--- config.mk ---
export PLATFORM = sky130hd
export DESIGN_NAME = ctod_split
export DESIGN_NICKNAME = d
export VERILOG_FILES = /design/src/rtl/ctod_pkg.sv /design/src/rtl/ctod_split.sv
export SDC_FILE = /design/constraint.sdc
export NUM_CORES = 2
export LEC_CHECK = 0
export BUFFER_PORTS_ARGS = -buffer_cell sky130_fd_sc_hd__buf_2
export CAP_MARGIN = 20
export CELL_PAD_IN_SITES_DETAIL_PLACEMENT = 0
export CELL_PAD_IN_SITES_GLOBAL_PLACEMENT = 1
export CORE_AREA = 8 8 417 419
export CTS_BUF_LIST = sky130_fd_sc_hd__clkbuf_4 sky130_fd_sc_hd__clkbuf_8
export CTS_CLUSTER_SIZE = 25
export DETAILED_ROUTE_END_ITERATION = 6
export DIE_AREA = 0 0 425 427
export PLACE_DENSITY = 0.91
export SYNTH_ARGS = -nofsm -noshare
export SYNTH_HDL_FRONTEND = slang
export SYNTH_SLANG_ARGS = --single-unit
--- constraint.sdc ---
create_clock -name i_clk -period 12.5 [get_ports i_clk]
set_input_delay 2.5 -clock i_clk [delete_from_list [all_inputs] [get_ports i_clk]]
set_output_delay 2.5 -clock i_clk [all_outputs]
set_load 0.02 [all_outputs]
--- src/rtl/ctod_pkg.sv ---
// shared widths, register codes and beat types for the counter to time-of-day block
// no dependencies; every other file imports this package
package ctod_pkg;

    localparam int COUNT_W    = 64;
    localparam int CFG_IDX_W  = 3;
    localparam int CFG_DATA_W = 64;
    localparam int FRAC_W     = 32;
    localparam int SHIFT_W    = 7;
    localparam int WALL_NS_W  = 30;
    localparam int USEC_W     = 20;

    localparam logic [63:0] NS_PER_SEC = 64'd1_000_000_000;
    localparam logic [63:0] NS_PER_US  = 64'd1_000;

    // register codes on the configuration channel
    typedef enum logic [CFG_IDX_W-1:0] {
        CFG_COUNTER_BASE  = 3'd0,
        CFG_TIME_BASE_NS  = 3'd1,
        CFG_SCALE_FRAC    = 3'd2,
        CFG_SCALE_SHIFT   = 3'd3,
        CFG_WALL_SECONDS  = 3'd4,
        CFG_WALL_NS       = 3'd5
    } t_cfg_idx;

    typedef struct packed {
        logic [COUNT_W-1:0]          counter_base;
        logic [COUNT_W-1:0]          time_base_ns;
        logic [FRAC_W-1:0]           scale_fraction;
        logic signed [SHIFT_W-1:0]   scale_shift;
        logic [COUNT_W-1:0]          wall_seconds;
        logic [WALL_NS_W-1:0]        wall_nanoseconds;
    } t_cfg;

    // monotonic time beat passed from the scaling pipe to the split pipe
    typedef struct packed {
        logic               valid;
        logic [COUNT_W-1:0] mono;
    } t_mono_beat;

endpackage

--- src/rtl/ctod_split.sv ---
// wall-time pipe: nanosecond sum, reciprocal division by 1e9 with one correction step,
// reciprocal division by 1000 and output register; depends on ctod_pkg
module ctod_split import ctod_pkg::*; (
    input  logic               i_clk,
    input  logic               i_rst_n,
    input  t_cfg               i_cfg,
    input  t_mono_beat         i_beat,
    output logic               o_ready,
    output logic               o_valid,
    output logic [COUNT_W-1:0] o_monotonic_ns,
    output logic [COUNT_W-1:0] o_seconds,
    output logic [USEC_W-1:0]  o_microseconds,
    input  logic               i_ready
);

    localparam int STAGES     = 7;
    localparam int HALF_W     = COUNT_W / 2;
    localparam int QUOT_W     = 35;
    localparam int RHI_W      = QUOT_W - HALF_W;
    localparam int REM_W      = WALL_NS_W + 1;
    localparam int US_RECIP_W = 31;
    localparam int US_SHIFT   = 40;

    // floor(2^64 / 1e9): the quotient estimate falls short by at most one
    localparam logic [COUNT_W-1:0]   SEC_RECIP = 64'hFFFF_FFFF_FFFF_FFFF / NS_PER_SEC;
    localparam logic [HALF_W-1:0]    RECIP_LO  = SEC_RECIP[HALF_W-1:0];
    localparam logic [RHI_W-1:0]     RECIP_HI  = SEC_RECIP[QUOT_W-1:HALF_W];
    localparam logic [WALL_NS_W-1:0] SEC_DIV   = NS_PER_SEC[WALL_NS_W-1:0];
    // ceil(2^40 / 1000): exact for every remainder below 1e9
    localparam logic [COUNT_W-1:0]    US_RECIP_FULL =
        ((64'd1 << US_SHIFT) - 64'd1) / NS_PER_US + 64'd1;
    localparam logic [US_RECIP_W-1:0] US_RECIP = US_RECIP_FULL[US_RECIP_W-1:0];

    logic [STAGES-1:0]               r_v;
    logic [STAGES-1:0]               en;
    logic [COUNT_W-1:0]              r_sum;
    logic [COUNT_W-1:0]              r_mono0;
    logic [HALF_W-1:0]               r_p0_hi;
    logic [COUNT_W-1:0]              r_p1;
    logic [QUOT_W-1:0]               r_p2;
    logic [QUOT_W-1:0]               r_p3;
    logic [REM_W-1:0]                r_x1;
    logic [COUNT_W-1:0]              r_mono1;
    logic [QUOT_W-1:0]               r_q2;
    logic [REM_W-1:0]                r_x2;
    logic [COUNT_W-1:0]              r_mono2;
    logic [QUOT_W-1:0]               r_q3;
    logic [REM_W-1:0]                r_qd3;
    logic [REM_W-1:0]                r_x3;
    logic [COUNT_W-1:0]              r_mono3;
    logic [QUOT_W-1:0]               r_q4;
    logic [REM_W-1:0]                r_rem4;
    logic [COUNT_W-1:0]              r_mono4;
    logic [COUNT_W-1:0]              r_sec5;
    logic [WALL_NS_W-1:0]            r_rem5;
    logic [COUNT_W-1:0]              r_mono5;
    logic [COUNT_W-1:0]              r_sec6;
    logic [USEC_W-1:0]               r_usec6;
    logic [COUNT_W-1:0]              r_mono6;
    logic [COUNT_W-1:0]              n_p0;
    logic [COUNT_W-1:0]              n_p1;
    logic [QUOT_W-1:0]               n_p2;
    logic [QUOT_W-1:0]               n_p3;
    logic [COUNT_W:0]                n_mid;
    logic [QUOT_W-1:0]               n_q2;
    logic [REM_W-1:0]                n_qd3;
    logic                            n_over;
    logic [WALL_NS_W-1:0]            n_rem5;
    logic [COUNT_W-1:0]              n_sec5;
    logic [WALL_NS_W+US_RECIP_W-1:0] n_us_prod;

    always_comb begin
        en[STAGES-1] = !r_v[STAGES-1] || i_ready;
        for (int k = STAGES - 2; k >= 0; k--) begin
            en[k] = !r_v[k] || en[k+1];
        end
    end

    always_ff @(posedge i_clk) begin
        if (!i_rst_n) begin
            r_v <= '0;
        end else begin
            r_v <= (r_v & ~en) | ({r_v[STAGES-2:0], i_beat.valid} & en);
        end
    end

    // sum times reciprocal as four partial products, top 35 bits kept
    assign n_p0  = r_sum[HALF_W-1:0] * RECIP_LO;
    assign n_p1  = r_sum[COUNT_W-1:HALF_W] * RECIP_LO;
    assign n_p2  = r_sum[HALF_W-1:0] * RECIP_HI;
    assign n_p3  = r_sum[COUNT_W-1:HALF_W] * RECIP_HI;
    assign n_mid = {1'b0, r_p1} + (COUNT_W + 1)'(r_p2) + (COUNT_W + 1)'(r_p0_hi);
    assign n_q2  = r_p3 + QUOT_W'(n_mid[COUNT_W:HALF_W]);

    // remainder is below 2e9, so only its low bits need computing
    assign n_qd3 = r_q2[REM_W-1:0] * SEC_DIV;

    // one correction step brings the remainder below 1e9
    assign n_over = (r_rem4 >= {1'b0, SEC_DIV});
    assign n_rem5 = n_over ? WALL_NS_W'(r_rem4 - {1'b0, SEC_DIV}) : r_rem4[WALL_NS_W-1:0];
    assign n_sec5 = i_cfg.wall_seconds + COUNT_W'(r_q4) + COUNT_W'(n_over);

    assign n_us_prod = r_rem5 * US_RECIP;

    always_ff @(posedge i_clk) begin
        if (en[0]) begin
            r_sum   <= i_beat.mono + COUNT_W'(i_cfg.wall_nanoseconds);
            r_mono0 <= i_beat.mono;
        end
        if (en[1]) begin
            r_p0_hi <= n_p0[COUNT_W-1:HALF_W];
            r_p1    <= n_p1;
            r_p2    <= n_p2;
            r_p3    <= n_p3;
            r_x1    <= r_sum[REM_W-1:0];
            r_mono1 <= r_mono0;
        end
        if (en[2]) begin
            r_q2    <= n_q2;
            r_x2    <= r_x1;
            r_mono2 <= r_mono1;
        end
        if (en[3]) begin
            r_q3    <= r_q2;
            r_qd3   <= n_qd3;
            r_x3    <= r_x2;
            r_mono3 <= r_mono2;
        end
        if (en[4]) begin
            r_q4    <= r_q3;
            r_rem4  <= r_x3 - r_qd3;
            r_mono4 <= r_mono3;
        end
        if (en[5]) begin
            r_sec5  <= n_sec5;
            r_rem5  <= n_rem5;
            r_mono5 <= r_mono4;
        end
        if (en[6]) begin
            r_sec6  <= r_sec5;
            r_usec6 <= n_us_prod[US_SHIFT+USEC_W-1:US_SHIFT];
            r_mono6 <= r_mono5;
        end
    end

    assign o_ready        = en[0];
    assign o_valid        = r_v[STAGES-1];
    assign o_monotonic_ns = r_mono6;
    assign o_seconds      = r_sec6;
    assign o_microseconds = r_usec6;

endmodule

==> impl_metrics.csv <==
group,metric,value,unit
status,status,"complete, no violations",
critical_path,endpoint_kind,"flip-flop",
critical_path,r2r_cells,26,
route,num_vias,53415,
critical_path,worst-path-buf-inv,6,
synth,syn_area_per_cell,12.28,µm²
global_route,grt_pass1_wl,316.1,mm
critical_path,rrSetupSlack,3460,ps
sta,min_period,9041,ps
clock_tree,cts_tree,"yes",
route,ant_nets,0,
layout,nNetsFinal,10575,
clock_tree,hold_buffers,0,
synth,ys_seq_elements,1070,
sta,max_slew_margin,31.16,%
critical_path,crit_path_frequent_cell,"fa_1",
floorplan,die_x,425,µm
clock_tree,cts_buffer_depth,3,
sta,skew,44.37,ps
layout,final_util,58.12,%
clock_tree,clockRootBuffer,"clkbuf_8",
min_path,hp-start,"r_mono0[24]$_DFFE_PN_",
layout,mostFrequentLayoutCells,"inv_1, ha_1, edfxtp_1",
global_route,grt_max_degree,129,
floorplan,io_pins,479,
clock_tree,cts_resized,0,
clock_tree,htree_levels,4,
clock_tree,clkTransAtPathRegs,60,ps
route,dr.pass1.iters,6,
global_route,grt_pass1_vias,57205,
run,cap_viol_max_count,0,
critical_path,cpLargestDelayFamily,"adder cells",
sta,fmax,110.6,MHz
synth,yosysSeqAreaShare,35.84,%
floorplan,die_h,427,µm
sta,rsz0062_at_grt,"false",
sta,tns,0,ps
sta,finalSetupViolCount,0,
critical_path,slowest_stage,"edfxtp_1",
clock_tree,clkLatencyLatePin,880,ps
global_route,overflow,0,
route,first_iter_violations,3441,
critical_path,slowest_delay,920,ps
placement,place.gp.congestion,0.9287,
min_path,holdPathEnd,"r_mono1[24]$_DFFE_PP_",
critical_path,r2r_end,"r_p0_hi[29]$_DFFE_PP_",
layout,drive_gt1_share,8.355,%
synth,synth_fp_nets,10076,
layout,layout_commonest_cell,"inv_1",
route,routed_wl,200.9,mm
route,wl_per_cell,19.82,µm
floorplan,rows,151,
clock_tree,clkSinkCount,1070,
clock_tree,cts_buffers,153,
clock_tree,post_cts_buffers,0,
critical_path,critPathKind,"flip-flop to flip-flop",
synth,synthCells,7287,
route,routed_via_density,5.268,
sta,timing.final.crit_share,72.32,%
synth,ys_types,78,
critical_path,worst_ep_arrival_time,9660,ps
global_route,grt_usage,22.35,%
synth,synth_edf_count,1063,
global_route,antenna_found_initial,16,
placement,hpwl,162.9,mm
sta,hold_viol_final,0,
critical_path,worst_setup_path_start_kind,"flip-flop",
synth,synth-async-reset-ratio,0,%
sta,worst_slew_pin_slew,1033,ps
floorplan,core,0.1678,mm²
min_path,holdPathStages,0,
layout,fill_cells,13220,
floorplan,start_util,53.33,%
critical_path,worst_r2r_startpoint,"r_sum[14]$_DFFE_PN_",
critical_path,worstPathRequired,13120,ps
synth,ys.flop_type,"edfxtp_1",
route,route.detailed.drc,0,
critical_path,cp_max_fo,11,
sta,finalMaxSlewViolations,0,
layout,syn_to_final_growth,8.983,%
synth,synth.cell_area,0.08947,mm²
synth,synth_warnings,0,
min_path,hp-class,"flip-flop to flip-flop",
placement,io_buffers,311,
floorplan,die-area,0.1815,mm²
## metal layers
metal | share of wire, % | wire length, µm | GRT usage, %
met1 | 42 | 83450 | 29.11
met3 | 5.3 | 10620 | 3.079
met4 | 3.4 | 6837 | 7.093
met5 | 0 | 0 | 0
met2 | 50 | 100000 | 38.91
## Yosys cell counts (57+ instances only)
library cell | instances | area, µm²
o21ai_0 | 106 | 530.5
fa_1 | 1040 | 20820
nand2_1 | 155 | 581.8
inv_1 | 1914 | 7184
xor2_1 | 112 | 980.9
edfxtp_1 | 1063 | 31920
nand3_1 | 88 | 440.4
and3_1 | 57 | 356.6
xnor2_1 | 240 | 2102
nor2_1 | 204 | 765.7
a21oi_1 | 218 | 1091
a21o_1 | 147 | 1104
ha_1 | 1420 | 17770
## flip-flops by register name, indices dropped and copies added (netlist names), 60 cells and up, named ones only
register and cells:
o_monotonic_ns 64, o_seconds 64, r_mono0 64, r_mono1 64, r_mono2 64, r_mono3 64, r_mono4 64, r_mono5 64
r_sec5 64, r_sum 64, r_p1 60
## worst max path at each step
stage	start	to	slack [ps]	cells past startpoint
floorplan	i_ready	o_ready	4010	5
CTS	r_sum[14]$_DFFE_PN_	r_p0_hi[29]$_DFFE_PP_	3450	26
global route	r_sum[14]$_DFFE_PN_	r_p0_hi[29]$_DFFE_PP_	3040	26
detailed placement	r_sum[14]$_DFFE_PN_	r_p0_hi[29]$_DFFE_PP_	3510	25
global placement	r_sum[14]$_DFFE_PN_	r_p0_hi[29]$_DFFE_PP_	3670	25
finish	r_sum[14]$_DFFE_PN_	r_p0_hi[29]$_DFFE_PP_	3460	26
## through the flow
stage / worst slack [ps] / hold WS, ps / instances / area, µm²
3_3_place_gp: 3665 / 400.3 / 9848 / 94170
3_5_place_dp: 3512 / 404.5 / 9848 / 94170
4_1_cts: 3445 / 386.7 / 10128 / 97450
5_1_grt: 3042 / 393.7 / 10139 / 97500
2_1_floorplan: 4013 / 400.3 / 7287 / 89470
6_report: 3459 / 398.1 / 10139 / 97500
## final cells by class
class | instances | area (µm²) | area share (%)
antenna | 10 | 25.02 | 0.02566
clock buffer | 194 | 2457 | 2.520
clock inverter | 86 | 825.8 | 0.8469
inverter | 1914 | 7207 | 7.391
multi-input combinational | 4278 | 50140 | 51.42
sequential | 1070 | 32060 | 32.88
tap | 2218 | 2775 | 2.846
timing repair buffer | 369 | 2012 | 2.063
## cells by family after synthesis
family                   count (synthesis)  share of synthesized area [%]
AO/OA/AOI/OAI                          728                          5.376
XOR/XNOR                               353                          3.464
adder cells (fa/ha/maj)               2460                          43.13
buffers and inverters                 1939                          8.146
flip-flops                            1070                          35.84
multiplexers                             4                        0.04615
AND/OR/NAND/NOR                        733                          4.003
## worst reg2reg max path, cell delays in order, from the launching register on
cell	delay, ps
edfxtp_1	920
inv_1	280
fa_1	550
inv_1	40
ha_1	280
inv_1	70
fa_1	430
fa_1	510
inv_1	50
fa_1	580
fa_1	450
fa_1	500
inv_1	50
fa_1	470
inv_1	40
ha_1	280
a21o_1	160
a21o_1	170
a21oi_1	530
nand3_1	200
a211oi_1	460
o21ai_1	330
a21oi_1	490
o21ai_1	240
o31ai_2	430
o21ai_0	150
o311ai_0	130
Power is not shown: default switching activity piles up to over one toggle a cycle in this logic, so the estimate is an artifact.
