--- src/rtl/ctod_pkg.sv ---
// shared widths, register codes and beat types for the counter to time-of-day block
// no dependencies; every other file imports this package
package ctod_pkg;

    localparam int COUNT_W    = 64;
    localparam int CFG_IDX_W  = 3;
    localparam int CFG_DATA_W = 64;
    localparam int FRAC_W     = 32;
    localparam int SHIFT_W    = 7;
    localparam int WALL_NS_W  = 30;
    localparam int USEC_W     = 20;

    localparam logic [63:0] NS_PER_SEC = 64'd1_000_000_000;
    localparam logic [63:0] NS_PER_US  = 64'd1_000;

    // register codes on the configuration channel
    typedef enum logic [CFG_IDX_W-1:0] {
        CFG_COUNTER_BASE  = 3'd0,
        CFG_TIME_BASE_NS  = 3'd1,
        CFG_SCALE_FRAC    = 3'd2,
        CFG_SCALE_SHIFT   = 3'd3,
        CFG_WALL_SECONDS  = 3'd4,
        CFG_WALL_NS       = 3'd5
    } t_cfg_idx;

    typedef struct packed {
        logic [COUNT_W-1:0]          counter_base;
        logic [COUNT_W-1:0]          time_base_ns;
        logic [FRAC_W-1:0]           scale_fraction;
        logic signed [SHIFT_W-1:0]   scale_shift;
        logic [COUNT_W-1:0]          wall_seconds;
        logic [WALL_NS_W-1:0]        wall_nanoseconds;
    } t_cfg;

    // monotonic time beat passed from the scaling pipe to the split pipe
    typedef struct packed {
        logic               valid;
        logic [COUNT_W-1:0] mono;
    } t_mono_beat;

endpackage

--- src/rtl/ctod_cfg_if.sv ---
// configuration write channel: register index plus write data per beat
// depends on ctod_pkg
interface ctod_cfg_if import ctod_pkg::*; ();
    logic                  valid;
    logic                  ready;
    logic [CFG_IDX_W-1:0]  index;
    logic [CFG_DATA_W-1:0] data;

    modport source (output valid, output index, output data, input ready);
    modport sink   (input valid, input index, input data, output ready);
endinterface

--- src/rtl/ctod_cfg_regs.sv ---
// configuration register file, written through the configuration channel
// depends on ctod_pkg and ctod_cfg_if
module ctod_cfg_regs import ctod_pkg::*; (
    input  logic       i_clk,
    input  logic       i_rst_n,
    ctod_cfg_if.sink   i_cfg,
    output t_cfg       o_cfg
);

    t_cfg r_cfg;

    assign i_cfg.ready = 1'b1;
    assign o_cfg       = r_cfg;

    always_ff @(posedge i_clk) begin
        if (!i_rst_n) begin
            r_cfg <= '0;
        end else if (i_cfg.valid) begin
            unique case (i_cfg.index)
                CFG_COUNTER_BASE: r_cfg.counter_base     <= i_cfg.data;
                CFG_TIME_BASE_NS: r_cfg.time_base_ns     <= i_cfg.data;
                CFG_SCALE_FRAC:   r_cfg.scale_fraction   <= i_cfg.data[FRAC_W-1:0];
                CFG_SCALE_SHIFT:  r_cfg.scale_shift      <= $signed(i_cfg.data[SHIFT_W-1:0]);
                CFG_WALL_SECONDS: r_cfg.wall_seconds     <= i_cfg.data;
                CFG_WALL_NS:      r_cfg.wall_nanoseconds <= i_cfg.data[WALL_NS_W-1:0];
                default: begin
                    // unused codes are dropped
                end
            endcase
        end
    end

endmodule

--- src/flat_wrapper.sv ---
// flat-port wrapper written by rule: the top's interface ports become plain ports
module ctod_cfg_regs_flat import ctod_pkg::*;
  (i_clk, i_rst_n, o_cfg, i_cfg_valid, i_cfg_index, i_cfg_data, i_cfg_ready);
  ctod_cfg_if i_cfg_i ();
  input  logic i_clk;
  input  logic i_rst_n;
  output t_cfg o_cfg;
  input wire logic [$bits(i_cfg_i.valid)-1:0] i_cfg_valid;
  input wire logic [$bits(i_cfg_i.index)-1:0] i_cfg_index;
  input wire logic [$bits(i_cfg_i.data)-1:0] i_cfg_data;
  output wire logic [$bits(i_cfg_i.ready)-1:0] i_cfg_ready;
  assign i_cfg_i.valid = i_cfg_valid;
  assign i_cfg_i.index = i_cfg_index;
  assign i_cfg_i.data = i_cfg_data;
  assign i_cfg_ready = i_cfg_i.ready;
  ctod_cfg_regs u_core (.i_clk(i_clk), .i_rst_n(i_rst_n), .i_cfg(i_cfg_i), .o_cfg(o_cfg));
endmodule
--- config.mk ---
export PLATFORM = sky130hd
export DESIGN_NAME = ctod_cfg_regs_flat
export DESIGN_NICKNAME = d
export VERILOG_FILES = /design/src/rtl/ctod_pkg.sv /design/src/rtl/ctod_cfg_if.sv /design/src/rtl/ctod_cfg_regs.sv /design/src/flat_wrapper.sv
export SDC_FILE = /design/constraint.sdc
export NUM_CORES = 1
export LEC_CHECK = 0
export ABC_AREA = 1
export BUFFER_PORTS_ARGS = -buffer_cell sky130_fd_sc_hd__clkbuf_2
export CORE_MARGIN = 1
export CORE_UTILIZATION = 55
export CTS_CLUSTER_DIAMETER = 80
export DETAILED_ROUTE_END_ITERATION = 16
export PLACE_DENSITY = 0.85
export SYNTH_ARGS = -nofsm -noshare
export SYNTH_HDL_FRONTEND = slang
export SYNTH_SLANG_ARGS = --single-unit
--- constraint.sdc ---
create_clock -name i_clk -period 1.74 [get_ports i_clk]
set_input_delay 0.087 -clock i_clk [delete_from_list [all_inputs] [get_ports i_clk]]
set_output_delay 0.087 -clock i_clk [all_outputs]
set_load 0.02 [all_outputs]
==> summary.txt, run 1 <==
Worst setup path
  – Startpoint types: flop
  – CP required: 1.65 ns
  – Reg-to-reg endpoint: u_core.o_cfg[168]
  – WP data arrival: approximately 1.1 ns
  – Max incr delay on CP: ~0.40 ns
  – WS Path Type: flop to primary output
  – Worst R2R Path Depth: 2
  – Crit-path max FO: 2
  – R2r setup slk: about 1.1 ns
  – Levels on crit path: 1
  – Critical path, cell by cell: clkbuf_2
  – R2r startpoint: u_core.o_cfg[168]
  – Kind of cell adding the most delay to the critical path: flip-flops
  – CP bufs+invs: 1
  – CP endpoint kind: primary output
  – Critical Path Slowest Stage Cell: dfxtp_1

Final layout
  – Area Growth Syn to Fin: 30.1%
  – Layout cells sized above 1: 0.222
  – Largest register FFs: ~260
  – Layout Nets: between 1,500 and 2,000

STA
  – Max-slew headroom: 0.601
  – Tmin final: about 1.2 ns
  – RSZ-0062 raised after global routing: false
  – Fmax: between 800 and 900 MHz
  – Final Hold Vio Count: 0
  – Final max-slew violation count: 0
  – Worst-margin pin slew: 0.598 ns
  – Final period utilization: 0.692
  – Final Skew: 0 ns
  – Setup violators final: 0
  – Setup_tns: 0 ns

Power and ir drop
  – Part of the power in registers: 0.461
  – P_sw: about 0.0036 W
  – Clock network power share: 0.414
  – P per Cell Area: between 1000 and 1500 nW/um2
  – Net Sw Frac: 0.263
  – Comb power frac: 0.125
  – Leakage: 6.59 nW
  – Peak supply drop: 0.927 mV
  – Total Power Consumption: approximately 0.014 W
  – Internal power: 0.0101 W

Clock tree
  – Clk slew on worst S/H paths: ~0.06 ns
  – H-tree levels: 1
  – CTS tree: yes
  – CTS root buf: clkbuf_16
  – Skew-Pair Late Insertion Delay: roughly 0.52 ns
  – CTS Buf Count: 27
  – Max Buffers Root-to-Sink: 3
  – Resized Gates After CTS: 0
  – # clock sinks: between 200 and 300

Drt
  – TritonRoute pass-1 iters: 6
  – Residual DRC count: 0
  – Final ANT Viol Nets: 0
  – Via count: between 10,000 and 15,000
  – Routed len/inst: approximately 16 um
  – Post-DR vias/cell: between 5 and 6
  – Drt total wl: around 33,000 um
  – Starting DRT DRC Count: between 800 and 900

Global route
  – Total gr overflow: 0
  – Total track usage: 0.328
  – Vias in the first global route: ~10,000
  – Largest net degree at the start of global routing: 129
  – First-pass GRT wire length: ~51,000 um
  – Initial antenna violation count: 1

Logic synthesis
  – Seq/Total Area, Yosys: 0.504
  – Syn Nets: 1,571
  – Top-count cell post-synth: nor2_1
  – Post-synth top area share: 0.504
  – Area leader, netlist: dfxtp_1
  – Post-synthesis cell count: roughly 1,500
  – Top cells by count, synth: 527 x nor2_1, 266 x nand2_1, 261 x dfxtp_1, 261 x nand3_1, 82 x buf_2
  – Distinct cell type count after synthesis: 14
  – Main synth FF type: dfxtp_1
  – EDFF count, synth: 0
  – #FFs+latches synth: ~260
  – Post-synth design cell area: 10,400 um2
  – Fraction of registers with async set or reset after synthesis: 0
  – Syn. warnings: 0
  – Synth area leaders: dfxtp_1 50%, nor2_1 19%, nand3_1 13%
  – Avg Inst Size Synth: approximately 6.9 um2

Floorplan
  – Die Y: between 100 and 150 um
  – Cell row count: 49
  – Initial Util: 0.569
  – Die width: between 100 and 150 um
  – Top-Level Pins: between 300 and 400
  – Die ar.: ~19,000 um2
  – Core Box Area: 18,200 um2

Hold path
  – Hold path depth: 5
  – Worst hold start: i_cfg_index[2]
  – Worst hold endpoint: u_core.o_cfg[95]
  – Worst min path class: input pin to flop

Run status
  – Outcome: completed

Place
  – GPL Wtd Cong: roughly 0.89
  – PortBufs: 330
  – Post-DP HPWL: around 21,000 um

Job
  – Max-Cap Viols: 0
-- routing by layer --
layer	vias up	track usage	part of all wire
met5	-	0	0
met1	4942	0.380	0.37
met2	603	0.560	0.48
met4	0	0.163	0.048
met3	114	0.0891	0.11
li1	5288	-	-
-- through the flow --
stage	util	cells	setup WS, ns	hold slack, ns	instance area, um2
floorplan	-	1501	0.790	0.330	10400
global placement	0.665	1975	0.466	0.436	12100
detailed placement	0.665	1975	0.464	0.446	12100
CTS	0.741	2072	0.523	0.000618	13500
global route	0.741	2073	0.520	0.0249	13500
finish	0.741	2073	0.535	0.00680	13500
-- worst reg2reg max path, cell delays in order, from the launching register on --
cell	delay, ns
dfxtp_1	0.36
nor2_1	0.07
nor2_1	0.16
-- layout by cell type, fill, tap and decap left out, types with 5 or more instances in the layout --
master           n
clkinv_2         6
buf_4           13
clkbuf_8         9
dfxtp_1        261
nand2_1        266
clkbuf_2       329
inv_1           67
nand3_1        261
dlygate4sd3_1   49
nor2_1         523
clkbuf_1         5
clkbuf_16       27
buf_12          11
nor2_4           6
-- repair_timing --
action	4_1_cts	5_1_grt
endpoints found under the hold margin	157	0
setup buffers	0	0
hold buffers	49	0
-- kinds of logic after synthesis --
family | synth area share
AND/OR/NAND/NOR | 0.418
other | 0.000362
flip-flops | 0.504
buffers and inverters | 0.0773
-- layout make-up --
type / count / area, um2
flip-flops and latches: 261 / 5230
diodes: 1 / 2.50
fillers: 1380 / 4720
repair buffers: 403 / 2470
well taps: 229 / 287
multi-input cells: 1061 / 4360
clock buffers: 40 / 805
inverters: 70 / 264
clock inverters: 8 / 71.3
-- how the worst max path moves through the flow --
| stage | startpoint | end | slack, ns |
|---|---|---|---|
| finish | u_core.o_cfg[101] | o_cfg[101] | 0.54 |
| global route | u_core.o_cfg[101] | o_cfg[101] | 0.52 |
| CTS | u_core.o_cfg[101] | o_cfg[101] | 0.52 |
| detailed placement | i_cfg_index[1] | u_core.o_cfg[59] | 0.46 |
| global placement | i_cfg_valid | u_core.o_cfg[170] | 0.47 |
| floorplan | i_rst_n | u_core.o_cfg[53] | 0.79 |
-- power groups by stage --
| stage | Sequential, W | Combinational, W | Clock [W] |
|---|---|---|---|
| after floorplan | 0.00667 | 0.000796 | 0 |
| after global placement | 0.00643 | 0.00157 | 0 |
| after detailed placement | 0.00644 | 0.00159 | 0 |
| after CTS | 0.00630 | 0.00169 | 0.00573 |
| after global routing | 0.00633 | 0.00186 | 0.00597 |
| final | 0.00631 | 0.00171 | 0.00566 |
Power figures use the tool's default switching activity.
==> run 2, diff against run 1 <==
--- a/config.mk
+++ b/config.mk
@@ -5,13 +5,13 @@
 export SDC_FILE = /design/constraint.sdc
 export NUM_CORES = 1
 export LEC_CHECK = 0
-export ABC_AREA = 1
+export ABC_AREA = 0
 export BUFFER_PORTS_ARGS = -buffer_cell sky130_fd_sc_hd__clkbuf_2
 export CORE_MARGIN = 1
-export CORE_UTILIZATION = 55
+export CORE_UTILIZATION = 45
 export CTS_CLUSTER_DIAMETER = 80
 export DETAILED_ROUTE_END_ITERATION = 16
-export PLACE_DENSITY = 0.85
+export PLACE_DENSITY = 0.76
 export SYNTH_ARGS = -nofsm -noshare
 export SYNTH_HDL_FRONTEND = slang
 export SYNTH_SLANG_ARGS = --single-unit
==> constraint.sdc (replaced) <==
create_clock -name i_clk -period 1.1 [get_ports i_clk]
set_input_delay 0.055 -clock i_clk [delete_from_list [all_inputs] [get_ports i_clk]]
set_output_delay 0.055 -clock i_clk [all_outputs]
set_load 0.02 [all_outputs]
==> run 2 against run 1 <==
Effect of this change:
- the flow now finishes with violations (negative setup slack)
- final area is 7.9% higher
- synthesized cell count is 39% lower
- cell count is 22% lower
- sequential cell count stayed put
- sequential share of layout area is 1.8 points lower
- count of clock-buffer cells in the layout is 2 higher
- global-route usage is 8.0 points lower
- setup slack worse by 0.54 ns
- register-to-register slack worse by 0.75 ns
- critical path type unchanged
- largest cell class unchanged
- largest power group unchanged
==> summary.txt, run 2 <==
Run status
  – Outcome: finished, violations left
  – Violated checks: negative setup slack

Global route
  – Vias in the first global route: between 8,000 and 9,000
  – Initial antenna violation count: 0
  – Total gr overflow: 0
  – Total track usage: 0.248
  – First-pass GRT wire length: roughly 43,000 um
  – Largest net degree at the start of global routing: 55

Hold path
  – Worst min path class: input pin to flop

Floorplan
  – Top-Level Pins: about 330
  – Die ar.: 21,900 um2
  – Die width: ~150 um
  – Core Box Area: around 21,000 um2
  – Die Y: 148 um
  – Initial Util: 0.458
  – Cell row count: 53

Clock tree
  – CTS root buf: clkbuf_16
  – # clock sinks: between 200 and 300
  – CTS tree: yes
  – CTS Buf Count: 26
  – H-tree levels: 1
  – Skew-Pair Late Insertion Delay: between 0.5 and 0.6 ns
  – Max Buffers Root-to-Sink: 3
  – Clk slew on worst S/H paths: roughly 0.06 ns

STA
  – Final period utilization: 1.00
  – Final Hold Vio Count: 0
  – Final max-slew violation count: 0
  – Final WS setup: -0.00376 ns
  – RSZ-0062 raised after global routing: true
  – Fmax: 906 MHz
  – Setup violators final: 1
  – Final Skew: 0 ns
  – Tmin final: around 1.1 ns

Worst setup path
  – Worst R2R Path Depth: 3
  – Reg-to-reg endpoint: u_core.o_cfg[146]
  – CP endpoint kind: primary output
  – Crit path from: u_core.o_cfg[144]
  – Max incr delay on CP: 0.35 ns
  – WP data arrival: approximately 1.1 ns
  – R2r setup slk: about 0.32 ns
  – Critical Path Sink: o_cfg[144]
  – WS Path Type: flop to primary output
  – CP bufs+invs: 1
  – Kind of cell adding the most delay to the critical path: flip-flops
  – CP required: approximately 1.0 ns
  – Levels on crit path: 1
  – Critical Path Slowest Stage Cell: dfxtp_1
  – Critical path, cell by cell: clkbuf_2
  – R2r startpoint: u_core.o_cfg[146]
  – Crit-path max FO: 2
  – Startpoint types: flop

Drt
  – Routed len/inst: approximately 18 um
  – Via count: a little over 8,000
  – Drt total wl: 30,100 um
  – Final ANT Viol Nets: 0
  – TritonRoute pass-1 iters: 5
  – Starting DRT DRC Count: approximately 290
  – Post-DR vias/cell: about 5.1
  – Residual DRC count: 0

Place
  – Placed cell area: between 10,000 and 15,000 um2
  – GPL Wtd Cong: roughly 0.82
  – Post-DP HPWL: around 18,000 um
  – PortBufs: 330

Final layout
  – Layout cells sized above 1: 0.400
  – Finished Cell Area: 14,600 um2
  – Commonest non-fill, non-tap cell in the layout: nand2_1
  – Largest register FFs: between 200 and 300
  – Area Growth Syn to Fin: 51.8%
  – Commonest cells after routing, fill and taps aside: 325 x nand2_1, 261 x mux2i_1, 161 x buf_4, 147 x dfxtp_1, 112 x dfxtp_2
  – Layout Nets: about 1,400
  – Final core utilization: 0.695
  – N_diodes: 0

Logic synthesis
  – Avg Inst Size Synth: around 10 um2
  – EDFF count, synth: 0
  – Syn Nets: 990
  – Seq/Total Area, Yosys: 0.545
  – Syn. warnings: 0
  – Fraction of registers with async set or reset after synthesis: 0
  – Synth area leaders: dfxtp_1 54%, mux2i_1 27%, nand2_1 13%
  – Post-synthesis cell count: 920
  – Post-synth design cell area: 9590 um2
  – Area leader, netlist: dfxtp_1
  – Compound-Gate Fraction of Synth Area: 0
  – Top-count cell post-synth: nand2_1
  – Main combinational cell family by area after synthesis: multiplexers
  – Simple-gate portion of the synthesized area: 0.134
  – Main synth FF type: dfxtp_1
  – Post-synthesis adder-cell area fraction: 0
  – #FFs+latches synth: around 260
  – Mux share of post-synthesis cell area: 0.272
  – Post-synth top area share: 0.545
  – Xor/xnor share of the synthesized area: 0
  – Distinct cell type count after synthesis: 12
  – Top cells by count, synth: 325 x nand2_1, 261 x dfxtp_1, 261 x mux2i_1, 25 x clkbuf_1, 15 x buf_2

Job
  – Max-Cap Viols: 0

Power and ir drop
  – Part of the power in registers: 0.478
  – Net Sw Frac: 0.236
  – Peak supply drop: roughly 1.1 mV
  – Internal power: 0.0157 W
  – P per Cell Area: about 1400 nW/um2
  – P_sw: a little under 0.005 W
  – Total Power Consumption: about 0.021 W
  – Leakage: roughly 7.4 nW
  – Clock network power share: 0.423
  – Comb power frac: 0.099
==> run 2: logic make-up after synthesis <==
| logic type | after synthesis |
|---|---|
| buffers and inverters | 66 |
| flip-flops | 261 |
| multiplexers | 261 |
| other | 1 |
| AND/OR/NAND/NOR | 331 |
==> run 2: power groups by stage <==
| stage | combinational [W] | sequential, W | clock [W] |
|---|---|---|---|
| floorplan | 0.000680 | 0.0102 | 0 |
| global placement | 0.00157 | 0.00998 | 0 |
| detailed placement | 0.00159 | 0.00998 | 0 |
| CTS | 0.00188 | 0.00979 | 0.00875 |
| global route | 0.00214 | 0.00982 | 0.00922 |
| finish | 0.00203 | 0.00981 | 0.00869 |
==> run 2: worst min-delay path by stage <==
stage                    from  cells after the start                end
6_report        i_cfg_data[5]                      3  u_core.o_cfg[106]
5_1_grt         i_cfg_data[5]                      3   u_core.o_cfg[35]
3_5_place_dp   i_cfg_data[56]                      3   u_core.o_cfg[86]
2_1_floorplan  i_cfg_data[32]                      2   u_core.o_cfg[62]
3_3_place_gp   i_cfg_data[33]                      3   u_core.o_cfg[63]
4_1_cts         i_cfg_data[5]                      3  u_core.o_cfg[106]
==> run 2: repair_timing <==
item	in CTS	in global routing
hold buffers	64	0
hold endpoints to repair	253	0
setup endpoints to repair	109	283
gates cloned	0	2
setup buffers	0	6
resized for setup	223	364
==> run 2: layout make-up <==
cell class	count	area [um2]
well taps	275	344
fillers	1407	6400
flip-flops and latches	261	5370
multi-input cells	593	3960
clock buffers	42	782
clock inverters	5	52.6
repair buffers	450	4050
==> run 2: routing by layer <==
| layer | global-route usage | vias to the layer above | wire (um) |
|---|---|---|---|
| li1 | - | 3858 | - |
| met1 | 0.287 | 3934 | 11900 |
| met2 | 0.443 | 359 | 15000 |
| met3 | 0.0642 | 68 | 2340 |
| met4 | 0.0814 | 0 | 879 |
| met5 | 0 | - | 0 |
==> run 2: stage by stage <==
step / TNS [ns] / instances / hold WS, ns / worst slack [ns]
2_1_floorplan: 0 / 920 / 0.238 / 0.157
3_3_place_gp: -2.45 / 1507 / 0.344 / -0.0717
3_5_place_dp: -4.16 / 1507 / 0.348 / -0.137
4_1_cts: -0.00550 / 1618 / 0.0159 / -0.00550
5_1_grt: -0.274 / 1626 / 0.0417 / -0.0506
6_report: -0.00376 / 1626 / 0.0332 / -0.00376
